--- config.mk ---
export PLATFORM = sky130hd
export DESIGN_NAME = scc_divider
export DESIGN_NICKNAME = d
export VERILOG_FILES = /design/src/hdl/scc_divider.sv
export SDC_FILE = /design/constraint.sdc
export NUM_CORES = 2
export LEC_CHECK = 0
export ABC_AREA = 1
export BUFFER_PORTS_ARGS = -buffer_cell sky130_fd_sc_hd__buf_2
export CORE_MARGIN = 2
export CORE_UTILIZATION = 36
export CTS_BUF_LIST = sky130_fd_sc_hd__clkbuf_2 sky130_fd_sc_hd__clkbuf_4 sky130_fd_sc_hd__clkbuf_8
export CTS_CLUSTER_DIAMETER = 120
export DETAILED_ROUTE_END_ITERATION = 7
export PLACE_DENSITY = 0.51
export SETUP_SLACK_MARGIN = 0.3
export SKIP_CTS_REPAIR_TIMING = 1
export SLEW_MARGIN = 30
export SYNTH_ARGS = -nofsm -noshare
export SYNTH_HDL_FRONTEND = slang
export SYNTH_SLANG_ARGS = --single-unit
export TNS_END_PERCENT = 1
--- constraint.sdc ---
create_clock -name clock -period 2.5 [get_ports clock]
set_input_delay 0.25 -clock clock [delete_from_list [all_inputs] [get_ports clock]]
set_output_delay 0.25 -clock clock [all_outputs]
set_load 0.01 [all_outputs]
--- src/hdl/scc_divider.sv ---
// ----------------------------------------------------------------------------
// scc_divider
// pipelined restoring divider, one quotient bit per stage
// ----------------------------------------------------------------------------
`default_nettype none
module scc_divider #(
   parameter int NUM_W = 33,
   parameter int DEN_W = 18,
   parameter int TAG_W = 1
) (
   input  wire logic             clock,
   input  wire logic [NUM_W-1:0] num,
   input  wire logic [DEN_W-1:0] den,
   input  wire logic [TAG_W-1:0] tag_in,
   output logic      [NUM_W-1:0] quot,
   output logic      [TAG_W-1:0] tag_out
);
   // stage k decides quotient bit NUM_W-1-k
   logic [DEN_W:0]   rem_ff [NUM_W];
   logic [NUM_W-1:0] num_ff [NUM_W];
   logic [NUM_W-1:0] q_ff   [NUM_W];
   logic [DEN_W-1:0] den_ff [NUM_W];
   logic [TAG_W-1:0] tag_ff [NUM_W];

   for (genvar k = 0; k < NUM_W; k++) begin : g_stage
      logic [DEN_W:0]   rem_src;
      logic [NUM_W-1:0] num_src;
      logic [NUM_W-1:0] q_src;
      logic [DEN_W-1:0] den_src;
      logic [TAG_W-1:0] tag_src;
      logic [DEN_W+1:0] trial;
      logic             take;
      if (k == 0) begin : g_first
         assign rem_src = '0;
         assign num_src = num;
         assign q_src   = '0;
         assign den_src = den;
         assign tag_src = tag_in;
      end else begin : g_next
         assign rem_src = rem_ff[k-1];
         assign num_src = num_ff[k-1];
         assign q_src   = q_ff[k-1];
         assign den_src = den_ff[k-1];
         assign tag_src = tag_ff[k-1];
      end
      assign trial = {rem_src, num_src[NUM_W-1-k]};
      assign take  = trial >= {2'b00, den_src};
      always_ff @(posedge clock) begin
         if (take) begin
            rem_ff[k] <= (DEN_W+1)'(trial - {2'b00, den_src});
         end else begin
            rem_ff[k] <= trial[DEN_W:0];
         end
         q_ff[k]   <= q_src | (NUM_W'(take) << (NUM_W-1-k));
         num_ff[k] <= num_src;
         den_ff[k] <= den_src;
         tag_ff[k] <= tag_src;
      end
   end

   assign quot    = q_ff[NUM_W-1];
   assign tag_out = tag_ff[NUM_W-1];
endmodule
`default_nettype wire

# After elaboration in Yosys (flattened, before gate mapping)

Memory sizes are Yosys's and may differ from the RTL's.
Cells that the tools add are included.

Order comparisons: 33
Bitwise logic cells: 65
Add/subtract/negate cells: 33
Mux-type cells: 132

Operators with widths:

| kind             | number |
|---|---|
| $ge 20x18->1     | 32 |
| $mux 19          | 33 |
| $sub 19x18->19   | 32 |
| $mux 1           | 99 |
| $or 1x1->1       | 33 |
| $or 33x1->33     | 1 |
| $or 33x10->33    | 1 |
| $or 33x11->33    | 1 |
| $or 33x12->33    | 1 |
| $or 33x13->33    | 1 |
| $or 33x14->33    | 1 |
| $or 33x15->33    | 1 |
| $or 33x16->33    | 1 |
| $or 33x17->33    | 1 |
| $or 33x18->33    | 1 |
| $or 33x19->33    | 1 |
| $or 33x2->33     | 1 |
| $or 33x20->33    | 1 |
| $or 33x21->33    | 1 |
| $or 33x22->33    | 1 |
| $or 33x23->33    | 1 |
| $or 33x24->33    | 1 |
| $or 33x25->33    | 1 |
| $or 33x26->33    | 1 |
| 15 further kinds | 15 |

Word-level logic and storage cells: 268
Register bits: 0
RAM bits: 3,432
Memories: 5
Output and inout bits: 34

Memories:

| memory | words | bits a word | rd ports | clocked after memory_dff | write ports | line | text |
|---|---|---|---|---|---|---|---|
| num_ff | 33    | 33          | 32       | 0                        | 33          | 20   | `logic [NUM_W-1:0] num_ff [NUM_W];` |
| q_ff   | 33    | 33          | 33       | 0                        | 33          | 21   | `logic [NUM_W-1:0] q_ff [NUM_W];` |
| rem_ff | 33    | 19          | 32       | 0                        | 33          | 19   | `logic [DEN_W:0] rem_ff [NUM_W];` |
| den_ff | 33    | 18          | 32       | 0                        | 33          | 22   | `logic [DEN_W-1:0] den_ff [NUM_W];` |
| tag_ff | 33    | 1           | 33       | 0                        | 33          | 23   | `logic [TAG_W-1:0] tag_ff [NUM_W];` |

# Depth between registers and ports, before layout

An unclocked memory read counts as a cell.

Depth after elaboration: 5
Gate-level depth with buffers: 14
Mapped depth without buffers: 13

# Least setup slack after synthesis

OpenSTA, ideal clock, no wires.

Kind: flip-flop to flip-flop
From: memory num_ff[25][6], in the netlist num_ff[0][831]
To: memory rem_ff[26][16] in the netlist's numbering
Stages on the path, launching flop included: 14
Path slack: 0.569 ns
Arrival time: 1.818 ns
Setup time: 0.113 ns
Path through: dfxtp_1 inv_1 ha_1 fa_1 nand3b_1 nand2_2 nand3_1 nand3_2 nand2_2 nand2_4 inv_4 buf_6 nand2_1 nand2_1

RTL lines:

| element         | line |
|---|---|
| start, declared | 20 |
| end, declared   | 19 |

==> qor.csv <==
metric,value,unit
yosys warns,0,
GR Util All Layers,17.56,%
"Distinct cells, synth",36,
CTS tree,done,
"FFs w/ async S/R, synth",0,%
Final Instance Area,0.1076,mm2
CP Class,reg -> reg,
H-tree depth,5,
cts bufs inserted,384,
"Hold Vio Cnt, Final",0,
sequential element share of the synthesized area,49.57,%
Critical Path AT,3.12,ns
GPL Wtd Cong,0.9005,
worst-margin pin slew,0.6575,ns
WP depth,12,
RSZ-0062 raised after global routing,true,
CTS sink count,2306,
Critical Path Start Type,flip-flop,
status,completed,
number of port buffers,86,
ANT nets after route,0,
power consumption,131700,uW
max-slew violations,0,
row cnt,186,
placement-stage cell area,0.09730,mm2
clock insertion delay at the later pin of the skew report,1.05,ns
r2r worst-path depth,12,
CP max-delay cell,fa_1,
post-synthesis mux area share,0,%
simple-gate portion of the synthesized area,27.65,%
largest family of logic cells by synthesized area,simple AND/OR/NAND/NOR gates,
"delay-heaviest family, CP",simple AND/OR/NAND/NOR gates,
Synth Area in XOR/XNOR,2.643,%
number of I/O pins,87,
pwr/cell area,1225,mW/mm2
worst path buffer plus inverter count,2,
crit path max fanout,19,
Die W,512.6,um
critical path endpoint category,flip-flop,
Initial Utilization,36.21,%
Worst Skew,0.06176,ns
Hold Slack,0.08827,ns
period utilisation layout,89.23,%
core box area,0.2572,mm2
Max Clock Freq,448.3,MHz
peak per-stage delay on the critical path,0.43,ns
synthesized-area fraction occupied by adder cells,8.432,%
Routed WL,236100,um
max_slew headroom,55.70,%
register area,0.04617,mm2
CTS root buf,clkbuf_8,
Synth Area in Compound Gates,3.243,%
Die Footprint,0.2628,mm2
vias in the first global route,69550,
area occupied by multi-input gates,0.03931,mm2
"leading cell types in the layout, fill and taps excluded","4,082 x nand2_1, 2,302 x dfxtp_1, 1,776 x inv_1",
Syn Area/Cell,7.882,um2
CTS Buffer Depth,4,
nets,13040,
fraction of layout cells with a size suffix above 1,9.074,%
DR vias/cell,4.477,
"Req. time, crit path",3.39,ns
initial drt markers,4440,
post-layout util,41.83,%
Hold Crit Depth,4,
die height,512.6,um
post-route DRC violation count,0,
Main synth FF type,dfxtp_1,
worst IR drop on VDD,453.8,uV
gr ovfl total,0,
WL per Instance,14.69,um
"Critical Path, Cell by Cell",inv_1 -> ha_1 -> fa_1 -> nand3b_1 -> nand2_2 -> nand3_1 -> nand3_2 -> nand2_2 -> nand2_8 -> inv_4 -> nand2_1 -> nand2_1,
DRT Pass-1 Iters,6,
Max-Cap Viols,0,
Fill cells,26280,
Synth Instances,11820,
DR vias,71950,
hpwl dp,184900,um
Synth Register Bits,2306,
clk slew on worst S/H paths,0.06,ns
initial antenna violation count,4,
hold crit path type,in -> reg,
Leak,0.05634,uW
syn nets,12480,
"commonest non-fill, non-tap cell in the layout",nand2_1,
number of synthesized flops with an enable pin,0,
fin crit period,2.231,ns
reg-to-reg setup timing slack,0.27,ns
total negative slack,0,ns
"Setup violations, final",0,
Layout area overhead,15.53,%
cell area after synthesis,0.09312,mm2
first-pass GRT wire length,372800,um
largest net degree at the start of global routing,24,
==> per-stage QoR <==
step | setup WS [ns] | cells
final | 0.2693 | 16070
after global routing | 0.1212 | 16070
after CTS | 0.07454 | 15940
after detailed placement | 0.08682 | 15250
after global placement | 0.1136 | 15250
after floorplan | 0.5688 | 11820
==> final timing paths <==
path | endpoint | startpoint
worst max register to register | rem_ff[16][2] | num_ff[0][511]
worst min-delay path | rem_ff[0][0] | num[32]
worst min register to register | num_ff[0][639] | num_ff[0][606]
worst max-delay path | rem_ff[16][2] | num_ff[0][511]
==> layer usage <==
metal  global-route usage [%]  up-vias  routed length, um
met3                    2.610      408              11970
met2                    28.31     1564             104600
met1                    24.04    32490             113100
li1                         -    37490                  -
met5                        0        -                  0
met4                    5.614        0               6426
==> synth_stat cells, types with 6 or more instances <==
cell type | n | area share [%]
ha_1 | 578 | 7.8
nand2_4 | 25 | 0.30
xnor2_1 | 62 | 0.58
nand3b_1 | 193 | 1.6
buf_6 | 76 | 0.92
inv_1 | 1776 | 7.2
nor2b_1 | 6 | 0.040
nand3_2 | 42 | 0.45
and2_1 | 50 | 0.34
fa_1 | 31 | 0.67
buf_4 | 17 | 0.14
nor4_1 | 6 | 0.040
inv_4 | 30 | 0.20
o21ai_1 | 43 | 0.23
or2_2 | 6 | 0.040
o21ai_0 | 157 | 0.84
nand2_1 | 4083 | 16
nand3_1 | 659 | 3.5
or2_1 | 21 | 0.14
xor2_1 | 219 | 2.1
nor3_1 | 124 | 0.67
nor2_2 | 77 | 0.52
nand4_1 | 10 | 0.067
nor2_1 | 736 | 3.0
dfxtp_1 | 2306 | 50
nand2_2 | 74 | 0.50
a21oi_1 | 381 | 2.0
==> where the power goes <==
part | internal [uW] | switching (uW) | total [uW]
Sequential | 43900 | 4110 | 48000
Clock | 21500 | 15300 | 36900
Combinational | 16600 | 30200 | 46900
Total | 82100 | 49600 | 132000
==> worst reg2reg max path: cells and delay by family (launching register included) <==
| family | cells | cell delay, ns |
|---|---|---|
| AND/OR/NAND/NOR | 8 | 0.95 |
| flip-flops | 1 | 0.31 |
| adder cells (fa/ha/maj) | 2 | 0.67 |
| buffers and inverters | 2 | 0.19 |
==> layout make-up <==
cell class / count / share of cell area, %
Antenna cell: 4 / 0.009304
Sequential cell: 2306 / 42.92
Clock buffer: 592 / 6.998
Multi-Input combinational cell: 7604 / 36.54
Tap cell: 3384 / 3.936
Timing Repair Buffer: 267 / 2.014
Clock inverter: 104 / 1.192
Inverter: 1811 / 6.393
==> kinds of logic after synthesis <==
logic type / Yosys count
and+or+nand+nor: 6117
DFF: 2306
buffers and inverters: 1908
adders and majority gates: 609
AOI/OAI and AO/OA: 594
xor gates and xnor gates: 281
==> registers in the layout, summed over array words and instances (netlist names) <==
register / cells
q_ff: 561
den_ff: 576
num_ff: 528
tag_ff: 33
rem_ff: 608
(Power assumes the default switching activity.)
