`src/hdl/scc_pkg.sv`:
```
// ----------------------------------------------------------------------------
// scc_pkg
// types and constants shared by the spectral color classifier
// ----------------------------------------------------------------------------
`default_nettype none
package scc_pkg;
   localparam int CSR_INDEX_W = 3;
   localparam int CSR_DATA_W  = 16;
   localparam logic [CSR_INDEX_W-1:0] CSR_GREEN_MIN_CLEAR  = 3'd0;
   localparam logic [CSR_INDEX_W-1:0] CSR_RED_MIN_CLEAR    = 3'd1;
   localparam logic [CSR_INDEX_W-1:0] CSR_GREEN_SCORE_MIN  = 3'd2;
   localparam logic [CSR_INDEX_W-1:0] CSR_WHITE_RG_LIMIT   = 3'd3;
   localparam logic [CSR_INDEX_W-1:0] CSR_WHITE_F4F6_LIMIT = 3'd4;
   localparam logic [CSR_INDEX_W-1:0] CSR_RED_RG_MIN       = 3'd5;
   localparam logic [CSR_INDEX_W-1:0] CSR_RED_RB_MIN       = 3'd6;
   localparam logic [CSR_INDEX_W-1:0] CSR_RED_CLEAR_MIN    = 3'd7;
   localparam logic [1:0] DOM_NONE  = 2'd0;
   localparam logic [1:0] DOM_BLUE  = 2'd1;
   localparam logic [1:0] DOM_GREEN = 2'd2;
   localparam logic [1:0] DOM_RED   = 2'd3;

   typedef struct packed {
      logic        reading_valid;
      logic [15:0] band_one;
      logic [15:0] band_two;
      logic [15:0] band_three;
      logic [15:0] band_four;
      logic [15:0] band_six;
      logic [15:0] band_seven;
      logic [15:0] clear_count;
      logic [15:0] nir_count;
   } req_type;

   typedef struct packed {
      logic        result_valid;
      logic [15:0] intensity;
      logic [16:0] blue_level;
      logic [16:0] green_level;
      logic [16:0] red_level;
      logic [15:0] red_green_ratio;
      logic [15:0] blue_green_ratio;
      logic [15:0] nir_clear_ratio;
      logic [1:0]  dominant_channel;
      logic        green_found;
      logic        red_found;
   } rsp_type;

   typedef struct packed {
      logic [15:0] green_min_clear;
      logic [15:0] red_min_clear;
      logic [8:0]  green_score_min;
      logic [15:0] white_rg_limit;
      logic [15:0] white_f4f6_limit;
      logic [15:0] red_rg_min;
      logic [15:0] red_rb_min;
      logic [15:0] red_clear_min;
   } csr_type;
endpackage
`default_nettype wire

```
`src/hdl/scc_decide.sv`:
```
// ----------------------------------------------------------------------------
// scc_decide
// green scoring, white check and red thresholds on the divided ratios, registered
// ----------------------------------------------------------------------------
`default_nettype none
module scc_decide
   import scc_pkg::*;
#(
   parameter int FRAC = 8,
   parameter int RW   = 17 + FRAC
) (
   input  wire logic          clock,
   input  wire csr_type       csr,
   input  wire logic          go_green,
   input  wire logic          go_red,
   input  wire logic [RW-1:0] rg,
   input  wire logic [RW-1:0] gb,
   input  wire logic [RW-1:0] ff,
   input  wire logic [RW-1:0] rb,
   input  wire logic [RW-1:0] rc,
   output logic [8:0]         s_rg,
   output logic [8:0]         s_gb,
   output logic [8:0]         s_ff,
   output logic               white,
   output logic               red
);
   localparam longint ONE = 64'd1 << FRAC;
   localparam longint RG_BEST  = (4 * ONE + 2) / 5;
   localparam longint RG_WORST = (29 * ONE + 10) / 20;
   localparam longint GB_BEST  = (9 * ONE + 2) / 5;
   localparam longint GB_WORST = (21 * ONE + 10) / 20;
   localparam longint FF_BEST  = (7 * ONE + 2) / 5;
   localparam longint FF_WORST = (3 * ONE + 2) / 4;
   localparam int     SPAN_W   = FRAC + 2;
   localparam int     REC_W    = SPAN_W + 12;
   localparam int     PROD_W   = SPAN_W + REC_W;
   localparam int     REC_SH   = 8 + 2 * SPAN_W;
   localparam longint RG_SPAN  = RG_WORST - RG_BEST;
   localparam longint GB_SPAN  = GB_BEST - GB_WORST;
   localparam longint FF_SPAN  = FF_BEST - FF_WORST;
   localparam logic [REC_W-1:0] RG_RECIP =
      REC_W'(((64'd1 << REC_SH) + RG_SPAN - 1) / RG_SPAN);
   localparam logic [REC_W-1:0] GB_RECIP =
      REC_W'(((64'd1 << REC_SH) + GB_SPAN - 1) / GB_SPAN);
   localparam logic [REC_W-1:0] FF_RECIP =
      REC_W'(((64'd1 << REC_SH) + FF_SPAN - 1) / FF_SPAN);

   // score = 256*d/span by reciprocal multiplication, exact for d < span
   function automatic logic [8:0] score(input logic [SPAN_W-1:0] d,
                                        input logic [REC_W-1:0] recip);
      logic [PROD_W-1:0] p;
      p = PROD_W'(d) * PROD_W'(recip);
      return 9'(p >> (2 * SPAN_W));
   endfunction

   logic [8:0] rg_s, gb_s, ff_s;
   always_comb begin
      if (rg <= RW'(RG_BEST)) rg_s = 9'd256;
      else if (rg >= RW'(RG_WORST)) rg_s = '0;
      else rg_s = score(SPAN_W'(RW'(RG_WORST) - rg), RG_RECIP);
      if (gb >= RW'(GB_BEST)) gb_s = 9'd256;
      else if (gb <= RW'(GB_WORST)) gb_s = '0;
      else gb_s = score(SPAN_W'(gb - RW'(GB_WORST)), GB_RECIP);
      if (ff >= RW'(FF_BEST)) ff_s = 9'd256;
      else if (ff <= RW'(FF_WORST)) ff_s = '0;
      else ff_s = score(SPAN_W'(ff - RW'(FF_WORST)), FF_RECIP);
   end

   always_ff @(posedge clock) begin
      s_rg  <= go_green ? rg_s : '0;
      s_gb  <= go_green ? gb_s : '0;
      s_ff  <= go_green ? ff_s : '0;
      white <= !go_green || (rg >= RW'(csr.white_rg_limit) && ff <= RW'(csr.white_f4f6_limit));
      red   <= go_red && rg > RW'(csr.red_rg_min) && rb > RW'(csr.red_rb_min)
               && rc > RW'(csr.red_clear_min);
   end
endmodule
`default_nettype wire

```
`config.mk`:
```
export PLATFORM = sky130hd
export DESIGN_NAME = scc_decide
export DESIGN_NICKNAME = d
export VERILOG_FILES = /design/src/hdl/scc_pkg.sv /design/src/hdl/scc_decide.sv
export SDC_FILE = /design/constraint.sdc
export NUM_CORES = 1
export LEC_CHECK = 0
export CAP_MARGIN = 30
export CORE_MARGIN = 2
export CORE_UTILIZATION = 68
export CTS_CLUSTER_SIZE = 14
export DETAILED_ROUTE_END_ITERATION = 12
export DONT_BUFFER_PORTS = 1
export GPL_ROUTABILITY_DRIVEN = 0
export PLACE_DENSITY = 0.83
export SYNTH_ARGS = -nofsm -noshare
export SYNTH_HDL_FRONTEND = slang
export SYNTH_SLANG_ARGS = --single-unit
```
`constraint.sdc`:
```
create_clock -name clock -period 9.05 [get_ports clock]
set_clock_uncertainty 0.2 [all_clocks]
set_input_delay 1.81 -clock clock [delete_from_list [all_inputs] [get_ports clock]]
set_output_delay 1.81 -clock clock [all_outputs]
set_load 0.02 [all_outputs]
```
Yosys cells after proc, flatten, opt, wreduce, memory -nomap -nowiden
Cells that the tools add are included.
{"block": "totals", "reg_bits": 29, "in_bits": 249, "word_cells": 41}
{"block": "op_classes", "addsub": 3, "order_cmp": 11, "muxes": 6, "n_bitwise": 1, "n_reduce_logical": 9, "mul": 3}
{"cell": "$mul 10x20->28 const B", "n": 3}
{"cell": "$ge 25x9->1 const B", "n": 3}
{"cell": "$gt 25x16->1", "n": 3}
{"cell": "$mux 9", "n": 6}
{"cell": "$le 25x8->1 const B", "n": 2}
{"cell": "$ge 25x16->1", "n": 1}
{"cell": "$le 25x16->1", "n": 1}
{"cell": "$le 25x9->1 const B", "n": 1}
{"cell": "$sub 10x8->10 const B", "n": 1}
{"cell": "$sub 10x9->10 const B", "n": 1}
{"cell": "$sub 9x10->10 const A", "n": 1}
{"cell": "$reduce_or 3->1", "n": 3}
{"cell": "$logic_and 1x1->1", "n": 4}
{"cell": "$logic_not 1->1", "n": 1}
{"cell": "$logic_or 1x1->1", "n": 1}
{"cell": "$not 1->1", "n": 1}

Longest topological paths before layout
Gate-level depths: netlist of run 1.
{"block": "logic_depth", "word_depth": 4, "depth_mapped": 25, "mapped_depth_nobuf": 24}

Worst setup path after synthesis of run 1
OpenSTA, ideal clock, no wires.
{"block": "synth_timing", "kind": "input port to flip-flop", "startpoint": "in rg[2]", "endpoint": "reg s_rg[8]", "required_time_ns": 8.792, "path_stages": 24, "arrival_ns": 7.220, "slack_ns": 1.572, "path_cell_list": "buf_4 > inv_1 > ha_1 > nor2_1 > nor2_1 > xnor2_1 > inv_1 > ha_1 > inv_1 > fa_1 > fa_1 > inv_1 > fa_1 > inv_1 > fa_1 > inv_1 > ha_1 > and4_1 > o2111a_1 > a211oi_2 > or4b_4 > a31o_1 > a21oi_1 > o21a_1"}
{"block": "synth_between", "elab_chain_cells": 4}
{"element": "from (decl)", "line_no": "scc_decide.sv:16", "text": "input wire logic [RW-1:0] rg,"}
{"element": "$sub 9x10->10", "line_no": "scc_decide.sv:60", "text": "else rg_s = score(SPAN_W'(RW'(RG_WORST) - rg), RG_RECIP);"}
{"element": "$mul 10x20->28", "line_no": "scc_decide.sv:52", "text": "p = PROD_W'(d) * PROD_W'(recip);"}
{"element": "$mux 9", "line_no": "scc_decide.sv:59", "text": "else if (rg >= RW'(RG_WORST)) rg_s = '0;"}
{"element": "$mux 9 *", "line_no": "scc_decide.sv:58", "text": "if (rg <= RW'(RG_BEST)) rg_s = 9'd256;"}
{"element": "to (signal assigned)", "line_no": "scc_decide.sv:70", "text": "s_rg <= go_green ? rg_s : '0;"}
{"element": "to (decl)", "line_no": "scc_decide.sv:21", "text": "output logic [8:0] s_rg,"}
Every way passes the cells marked *; elsewhere a longest branch is shown, timed or not.
A chain may end at the register's enable or synchronous reset.

Worst setup path in the final report of run 1
{"block": "layout_timing", "startpoint": "in gb[0]", "endpoint": "reg s_gb[8]"}
{"block": "layout_between", "elab_chain_cells": 4}
{"element": "from (decl)", "line_no": "scc_decide.sv:17", "text": "input wire logic [RW-1:0] gb,"}
{"element": "$sub 10x9->10", "line_no": "scc_decide.sv:63", "text": "else gb_s = score(SPAN_W'(gb - RW'(GB_WORST)), GB_RECIP);"}
{"element": "$mul 10x20->28", "line_no": "scc_decide.sv:52"}
{"element": "$mux 9", "line_no": "scc_decide.sv:62", "text": "else if (gb <= RW'(GB_WORST)) gb_s = '0;"}
{"element": "$mux 9 *", "line_no": "scc_decide.sv:61", "text": "if (gb >= RW'(GB_BEST)) gb_s = 9'd256;"}
{"element": "to (signal assigned)", "line_no": "scc_decide.sv:71", "text": "s_gb <= go_green ? gb_s : '0;"}
{"element": "to (decl)", "line_no": "scc_decide.sv:22", "text": "output logic [8:0] s_gb,"}
Marked as above.

==> results of run 1 <==
## registers in the layout, indices dropped and copies added (netlist names)
register,count
s_rg,9
s_gb,9
s_ff,9
red,1
white,1
## per-layer routing
layer | track usage, % | vias up | part of all wire (%)
li1 | - | 4365 | -
met1 | 37.9 | 4330 | 40
met2 | 59.1 | 297 | 49
met3 | 6.46 | 91 | 5.2
met4 | 16.8 | 0 | 5.7
met5 | 0 | - | 0
## cell families after synthesis
kind of cell / count (synthesis) / share of synthesized area (%)
xor+xnor: 52 / 3.96
compound gates: 210 / 12.2
buf+inv: 354 / 11.6
fa+ha+maj: 452 / 58.0
flops: 29 / 5.05
simple gates: 213 / 9.18
## through the flow
stage               power, mW  instances  cell area, um^2  hold WS, ns  worst slack [ns]
floorplan                2.87       1310            11500         1.72              1.57
global placement         3.46       1525            11800         1.73              1.29
detailed placement       3.60       1525            11800         1.73              1.16
CTS                      3.85       1533            11900         1.43              1.40
global route             4.41       1534            11900         1.44             0.946
finish                   3.86       1534            11900         1.43              1.35
## cells in the final DEF, fill, tap and decap left out, types with 2 or more instances in the layout
cell and n:
o2111ai_1 2, ha_1 316, nand2_1 43, o21a_1 14
nand3_1 17, xnor2_1 28, o211ai_1 9, o31a_1 2
o311ai_0 2, and3_1 5, nand4_1 25, a211oi_1 9
nand2b_1 7, or3_1 3, nor3_1 12, a41oi_1 3
o22ai_1 2, a211o_1 7, dfxtp_1 29, nor2b_1 13
clkbuf_16 5, a221o_1 2, o21ai_0 37, fa_1 136
nand3b_1 2, a21o_1 32, nor2_1 60, nor4_1 19
xor2_1 24, a2111oi_0 4, o31ai_1 3, o221ai_1 2
inv_1 348, a31oi_1 8, o311a_1 2, a221oi_1 3
a21oi_1 54
## path summary, 6_finish.rpt
path | start | endpoint | slack (ns) | cells past startpoint
hold / removal | go_green | white | 1.43 | 1
setup / recovery | gb[0] | s_gb[8] | 1.35 | 23
## power by group through the flow
stage	Sequential, mW	Combinational (mW)	Clock, mW
6_report	0.135	3.53	0.201
3_3_place_gp	0.138	3.32	0
4_1_cts	0.135	3.51	0.203
2_1_floorplan	0.137	2.73	0
5_1_grt	0.135	4.07	0.207
3_5_place_dp	0.138	3.46	0
## area by class of cell
class | count | area (um^2)
tap | 220 | 275
clock inverter | 1 | 30.0
antenna | 1 | 2.50
clock buffer | 7 | 143
fill | 1224 | 4650
sequential | 29 | 581
multi-input combinational | 927 | 9590
inverter | 348 | 1310
timing repair buffer | 1 | 7.51
==> results.yml, run 1 <==
setup_path:
  arrival_ns: 7.67
  crit_chain: "inv_1, ha_1, nor2_1, nor3_1, xor2_1, ha_1, inv_1, fa_1, fa_1, inv_1, fa_1, inv_1, fa_1, inv_1, ha_1, a21oi_1, nand2_1, a41oi_1, o31a_1, o21ai_1, a31oi_1, xnor2_1, o22ai_1"
  worstSetupPathType: "input port to flip-flop"
  cpMostUsedCell: "inv_1"
  slowest_delay_ns: 0.63
  cp-end-kind: "flip-flop"
  cp_slowest_cell: "fa_1"
  crit_fanout: 8
  critPathBufInv: 5
  crit_family: "adder cells"
  cp-start-kind: "input port"
  required_ns: 9.01
worst_hold_path:
  hold_class: "input port to flip-flop"
finish:
  final_core_util_pct: 72.0
  syn_to_final_growth_pct: 3.75
  drive_gt1_share_pct: 1.07
  nets: 2013
logic_synthesis:
  ys_seq_area_share_pct: 5.05
  syn_area_mm2: 0.0115
  synth-seq-cells: 29
  ys_types: 59
  yosysTopAreaCell: "ha_1"
  yosys.area.top_type_share_pct: 34.4
  synth_warnings: 0
  ys.flop_type: "dfxtp_1"
  synthMostInstantiatedCell: "inv_1"
  netlist_top_cells_count: "inv_1, ha_1, fa_1, nor2_1, a21oi_1"
  avgSynthCellArea_um2: 8.78
  syn-num-nets: 2011
  synth_edf_count: 0
  synth_area_leaders: "ha_1, fa_1, inv_1, dfxtp_1, a21oi_1"
  syn_inst: 1310
  async_flop_share_pct: 0
global_routing:
  grt_pass1_wl_mm: 47.0
  antenna_found_initial: 1
  grt_max_degree: 15
  grt_overflow: 0
  grt_pass1_vias: 9679
  track_usage_pct: 33.1
die:
  die_h_um: 134
  core_area_mm2: 0.0166
  initial_core_util_pct: 69.4
  fp.dieArea_mm2: 0.0180
  io_pins: 278
  fp-row-count: 47
  die_x_um: 134
detailed_routing:
  drt-wirelength-per-cell_um: 18.7
  drt_iter0_drc: 336
  via_per_inst: 5.92
  drcViolationCount: 0
  drtPass1Iterations: 5
  detail-route-antenna-nets: 0
  routed_wl_mm: 28.7
  route.vias.total: 9083
timing:
  fin_crit_ns: 7.70
  relSlewSlack_pct: 45.1
  worst_pin_slew_ns: 0.824
  fmax_mhz: 130
  min_period_over_period_pct: 85.1
  final-max-slew-violation-count: 0
  setup_violations: 0
  finalSetupTns_ns: 0
  rsz0062_at_grt: "false"
  hold_viol_final: 0
outcome:
  status: "finished clean"
clock_network:
  cts_buffers: 5
  postCtsSetupRepairBufs: 0
  clockBufferDepth: 2
  cts_sinks: 29
  root_buffer: "clkbuf_16"
  cts_htree_levels: 2
  clk_pin_slew_ns: 0.06
  post_cts_resized: 0
  ctsHoldBuffers: 0
  cts_tree: "done"
power_and_ir_drop:
  p_sw_mw: 2.06
  internal_power_mw: 1.80
  combPwrFrac_pct: 91.3
  p_sw_share_pct: 53.4
  power.density_mw_per_mm2: 324
  seq_power_share_pct: 3.5
  clkPwrFrac_pct: 5.2
  p_leak_nw: 6.68
  irDropWorstVdd_uv: 558
place:
  dpl.hpwl_mm: 25.2
  io_buffer_count: 0
run:
  cap_violations: 0
Power figures use the tool's default switching activity.
==> run 2, diff against run 1 <==
--- a/config.mk
+++ b/config.mk
@@ -12,6 +12,7 @@
 export DETAILED_ROUTE_END_ITERATION = 12
 export DONT_BUFFER_PORTS = 1
 export GPL_ROUTABILITY_DRIVEN = 0
+export GPL_TIMING_DRIVEN = 0
 export PLACE_DENSITY = 0.83
 export SYNTH_ARGS = -nofsm -noshare
 export SYNTH_HDL_FRONTEND = slang
==> run 2 against run 1 <==
Critical path depth rose by 1. Setup slack got worse by 0.11 ns. Sequential power barely moved. Power fell by 0.14%. Utilization rose by 0.11 points. Combinational power barely moved. Count of clock-buffer cells in the layout did not move. Design area rose by 0.16%. Largest cell class unchanged.
==> results.yml, run 2 (same netlist as run 1, synthesis figures left out) <==
outcome:
  status: "finished clean"
setup_path:
  arrival_ns: 7.85
  required_ns: 9.08
  crit_chain: "buf_4, inv_1, ha_1, nor2_1, nor2_1, xnor2_1, inv_1, ha_1, inv_1, fa_1, fa_1, inv_1, fa_1, inv_1, fa_1, inv_1, ha_1, and4_1, o2111a_1, a211oi_2, or4b_4, a31o_1, a21oi_1, o21a_1"
  slowest_delay_ns: 0.55
  crit_fanout: 8
  worstSetupPathType: "input port to flip-flop"
  crit_path_start: "rg[2]"
  cp-start-kind: "input port"
  cp_slowest_cell: "fa_1"
  cp-end-kind: "flip-flop"
  cpMostUsedCell: "inv_1"
clock_network:
  clockBufferDepth: 2
  ctsHoldBuffers: 0
  post_cts_resized: 0
  root_buffer: "clkbuf_16"
  cts_htree_levels: 2
  postCtsSetupRepairBufs: 0
  clk_pin_slew_ns: 0.06
  cts_sinks: 29
  cts_buffers: 5
  cts_tree: "done"
die:
  die_h_um: 134
  core_area_mm2: 0.0166
  die_x_um: 134
  initial_core_util_pct: 69.4
  fp-row-count: 47
  io_pins: 278
  fp.dieArea_mm2: 0.0180
timing:
  fin_crit_ns: 7.81
  hold_viol_final: 0
  final-max-slew-violation-count: 0
  finalSetupTns_ns: 0
  rsz0062_at_grt: "false"
  relSlewSlack_pct: 37.3
  setup_violations: 0
  fmax_mhz: 128
  min_period_over_period_pct: 86.4
  worst_pin_slew_ns: 0.916
finish:
  drive_gt1_share_pct: 1.06
  final_common_cell: "inv_1"
  top_regs: "s_ff: 9 flops, s_gb: 9 flops, s_rg: 9 flops"
  nets: 2018
  syn_to_final_growth_pct: 3.92
  final_cell_mix: "inv_1, ha_1, fa_1, nor2_1, a21oi_1"
  fin_area_mm2: 0.0120
  final_core_util_pct: 72.1
  fin_cells: 1539
detailed_routing:
  drt_iter0_drc: 401
  detail-route-antenna-nets: 0
  via_per_inst: 5.91
  drtPass1Iterations: 5
  routed_wl_mm: 28.7
  route.vias.total: 9088
  drt-wirelength-per-cell_um: 18.7
  drcViolationCount: 0
place:
  io_buffer_count: 0
  dpl.cell_count: 1530
  dpl.hpwl_mm: 25.3
  dpl_cell_area_mm2: 0.0118
global_routing:
  track_usage_pct: 33.4
  grt_pass1_vias: 9849
  antenna_found_initial: 1
  grt_pass1_wl_mm: 47.3
  grt_max_degree: 14
  grt_overflow: 0
worst_hold_path:
  hp-start: "go_green"
  hold_class: "input port to flip-flop"
power_and_ir_drop:
  combPwrFrac_pct: 91.3
  power.density_mw_per_mm2: 323
  irDropWorstVdd_uv: 497
  clkPwrFrac_pct: 5.2
  internal_power_mw: 1.79
  p_sw_mw: 2.06
  p_sw_share_pct: 53.5
  seq_power_share_pct: 3.5
  p_leak_nw: 6.69
run:
  cap_violations: 0
-- run 2: layout make-up --
| cell class | instances | area, um^2 |
|---|---|---|
| clock inverters | 1 | 30.0 |
| well taps | 220 | 275 |
| clock buffers | 7 | 143 |
| diodes | 1 | 2.50 |
| inverters | 348 | 1310 |
| fillers | 1217 | 4630 |
| flip-flops and latches | 29 | 581 |
| plain buffers | 6 | 26.3 |
| multi-input cells | 927 | 9590 |
-- run 2: per-layer routing --
| layer | wire length [um] | vias to the layer above | track usage [%] |
|---|---|---|---|
| met5 | 0 | - | 0 |
| met1 | 11100 | 4297 | 38.2 |
| met3 | 2010 | 89 | 7.90 |
| li1 | - | 4357 | - |
| met4 | 1360 | 0 | 14.7 |
| met2 | 14200 | 345 | 59.5 |
-- run 2: metrics by stage --
stage | hold slack, ns | worst slack [ns] | power, mW
floorplan | 1.72 | 1.57 | 2.87
global placement | 1.72 | 1.13 | 3.46
detailed placement | 1.73 | 0.954 | 3.60
CTS | 1.43 | 1.22 | 3.84
global route | 1.44 | 0.885 | 4.38
finish | 1.42 | 1.24 | 3.86
-- run 2: path summary, 6_finish.rpt --
check / end / slack [ns] / cells past startpoint
hold / removal: white / 1.42 / 1
setup / recovery: s_rg[8] / 1.24 / 24
-- run 2: power groups by stage --
stage               logic, mW  clock network, mW  registers, mW
global placement         3.32                  0          0.137
CTS                      3.50              0.200          0.135
floorplan                2.73                  0          0.137
finish                   3.52              0.199          0.135
detailed placement       3.47                  0          0.137
global route             4.04              0.206          0.135
-- run 2: critical path: cells and delay by family --
family          cells  cell delay (ns)
compound gates      5             0.78
buf+inv             7             0.85
xor+xnor            1             0.38
simple gates        4             0.94
fa+ha+maj           7             3.05
==> run 3, diff against run 2 <==
--- a/config.mk
+++ b/config.mk
@@ -14,6 +14,7 @@
 export GPL_ROUTABILITY_DRIVEN = 0
 export GPL_TIMING_DRIVEN = 0
 export PLACE_DENSITY = 0.83
+export REMOVE_ABC_BUFFERS = 1
 export SYNTH_ARGS = -nofsm -noshare
 export SYNTH_HDL_FRONTEND = slang
 export SYNTH_SLANG_ARGS = --single-unit
==> run 3 against run 2 <==
Maximum frequency rose by 1.6%. Sequential power barely moved. Largest power group unchanged. Die area did not move. Worst hold slack improved by 0.0047 ns. Non-clock buffer count fell by 5. Final cell count fell by 0.19%. Clock power fell by 17%. Critical path type unchanged. Sequential cell count did not move. Sequential share of layout area barely moved. Routed wire length fell by 0.49%.
==> results.yml, run 3 (same netlist as run 1, synthesis figures left out) <==
detailed_routing:
  met2_length_mm: 14.3
  top_layer: "met4"
  route.vias.total: 9033
  via_per_inst: 5.88
  drcViolationCount: 0
  detail-route-antenna-nets: 0
  dr_wl_met3_mm: 1.67
  drt-met1-wl_mm: 11.1
  drt_iter0_drc: 331
  routed_wl_mm: 28.6
  drt-wirelength-per-cell_um: 18.6
  drtPass1Iterations: 5
clock_network:
  root_buffer: "clkbuf_16"
  clockBufferDepth: 2
  clk_pin_slew_ns: 0.06
  cts_tree: "done"
  post_cts_resized: 0
  postCtsSetupRepairBufs: 0
  cts_sinks: 29
  cts_htree_levels: 2
  ctsHoldBuffers: 0
  cts_buffers: 5
timing:
  final-max-slew-violation-count: 0
  relSlewSlack_pct: 44.3
  fmax_mhz: 130
  finalSetupTns_ns: 0
  rsz0062_at_grt: "false"
  hold_viol_final: 0
  worst_pin_slew_ns: 0.833
  min_period_over_period_pct: 85.0
  fin_crit_ns: 7.69
  setup_violations: 0
run:
  cap_violations: 0
setup_path:
  cp-end-kind: "flip-flop"
  crit_fanout: 8
  arrival_ns: 7.66
  worstSetupPathType: "input port to flip-flop"
  cp-start-kind: "input port"
  required_ns: 9.02
place:
  io_buffer_count: 0
  dpl.hpwl_mm: 25.1
  dpl.cell_count: 1525
die:
  die_h_um: 134
  core_area_mm2: 0.0166
  fp-row-count: 47
  die_x_um: 134
  fp.dieArea_mm2: 0.0180
  io_pins: 278
  initial_core_util_pct: 69.4
power_and_ir_drop:
  irDropWorstVdd_uv: 507
  power_mw: 3.84
  power.density_mw_per_mm2: 322
  p_leak_nw: 6.66
global_routing:
  grt_pass1_wl_mm: 47.2
  grt_overflow: 0
  antenna_found_initial: 2
  track_usage_pct: 33.4
  grt_pass1_vias: 9759
  grt_max_degree: 15
finish:
  nets: 2013
  top_regs: "s_ff: 9 flops, s_gb: 9 flops, s_rg: 9 flops"
  final_common_cell: "inv_1"
  drive_gt1_share_pct: 1.07
  final_core_util_pct: 71.8
  syn_to_final_growth_pct: 3.50
  final_cell_mix: "inv_1, ha_1, fa_1, nor2_1, a21oi_1"
  fin_cells: 1536
worst_hold_path:
  hold_class: "input port to flip-flop"
outcome:
  status: "finished clean"
[run 3: routing by layer]
| layer | vias to the layer above | GRT usage (%) |
|---|---|---|
| met2 | 318 | 59.6 |
| met3 | 97 | 6.80 |
| li1 | 4351 | - |
| met4 | 0 | 16.5 |
| met5 | - | 0 |
| met1 | 4267 | 38.1 |
[run 3: layout make-up]
class	count	area, um^2
multi-input combinational	927	9590
fill	1253	4680
inverter	348	1310
sequential	29	581
tap	220	275
clock buffer	5	125
clock inverter	3	17.5
antenna	3	7.51
timing repair buffer	1	3.75
[run 3: path summary, 6_finish.rpt]
check	start	end	slack (ns)	depth (start not counted)
max	gb[0]	s_gb[8]	1.36	23
min	go_green	white	1.43	1
[run 3: where the power goes]
part / switching (mW) / internal, mW
clock network: 0.0645 / 0.101
registers: 0.00440 / 0.130
logic: 2.00 / 1.54
total: 2.07 / 1.77
[run 3: stage by stage]
stage	instance area [um^2]	hold WS, ns	setup WS (ns)
4_1_cts	11900	1.43	1.32
6_report	11900	1.43	1.36
3_5_place_dp	11800	1.73	1.05
3_3_place_gp	11800	1.72	1.11
5_1_grt	11900	1.43	0.908
2_1_floorplan	11500	1.72	1.71
[run 3: critical path, stage by stage]
cell and delay (ns):
inv_1 0.23, ha_1 0.26, nor2_1 0.08, nor3_1 0.19, xor2_1 0.35, ha_1 0.31, inv_1 0.13, fa_1 0.52
fa_1 0.57, inv_1 0.06, fa_1 0.62, inv_1 0.08, fa_1 0.50, inv_1 0.05, ha_1 0.34, a21oi_1 0.17
nand2_1 0.08, a41oi_1 0.26, o31a_1 0.26, o21ai_1 0.13, a31oi_1 0.25, xnor2_1 0.13, o22ai_1 0.26
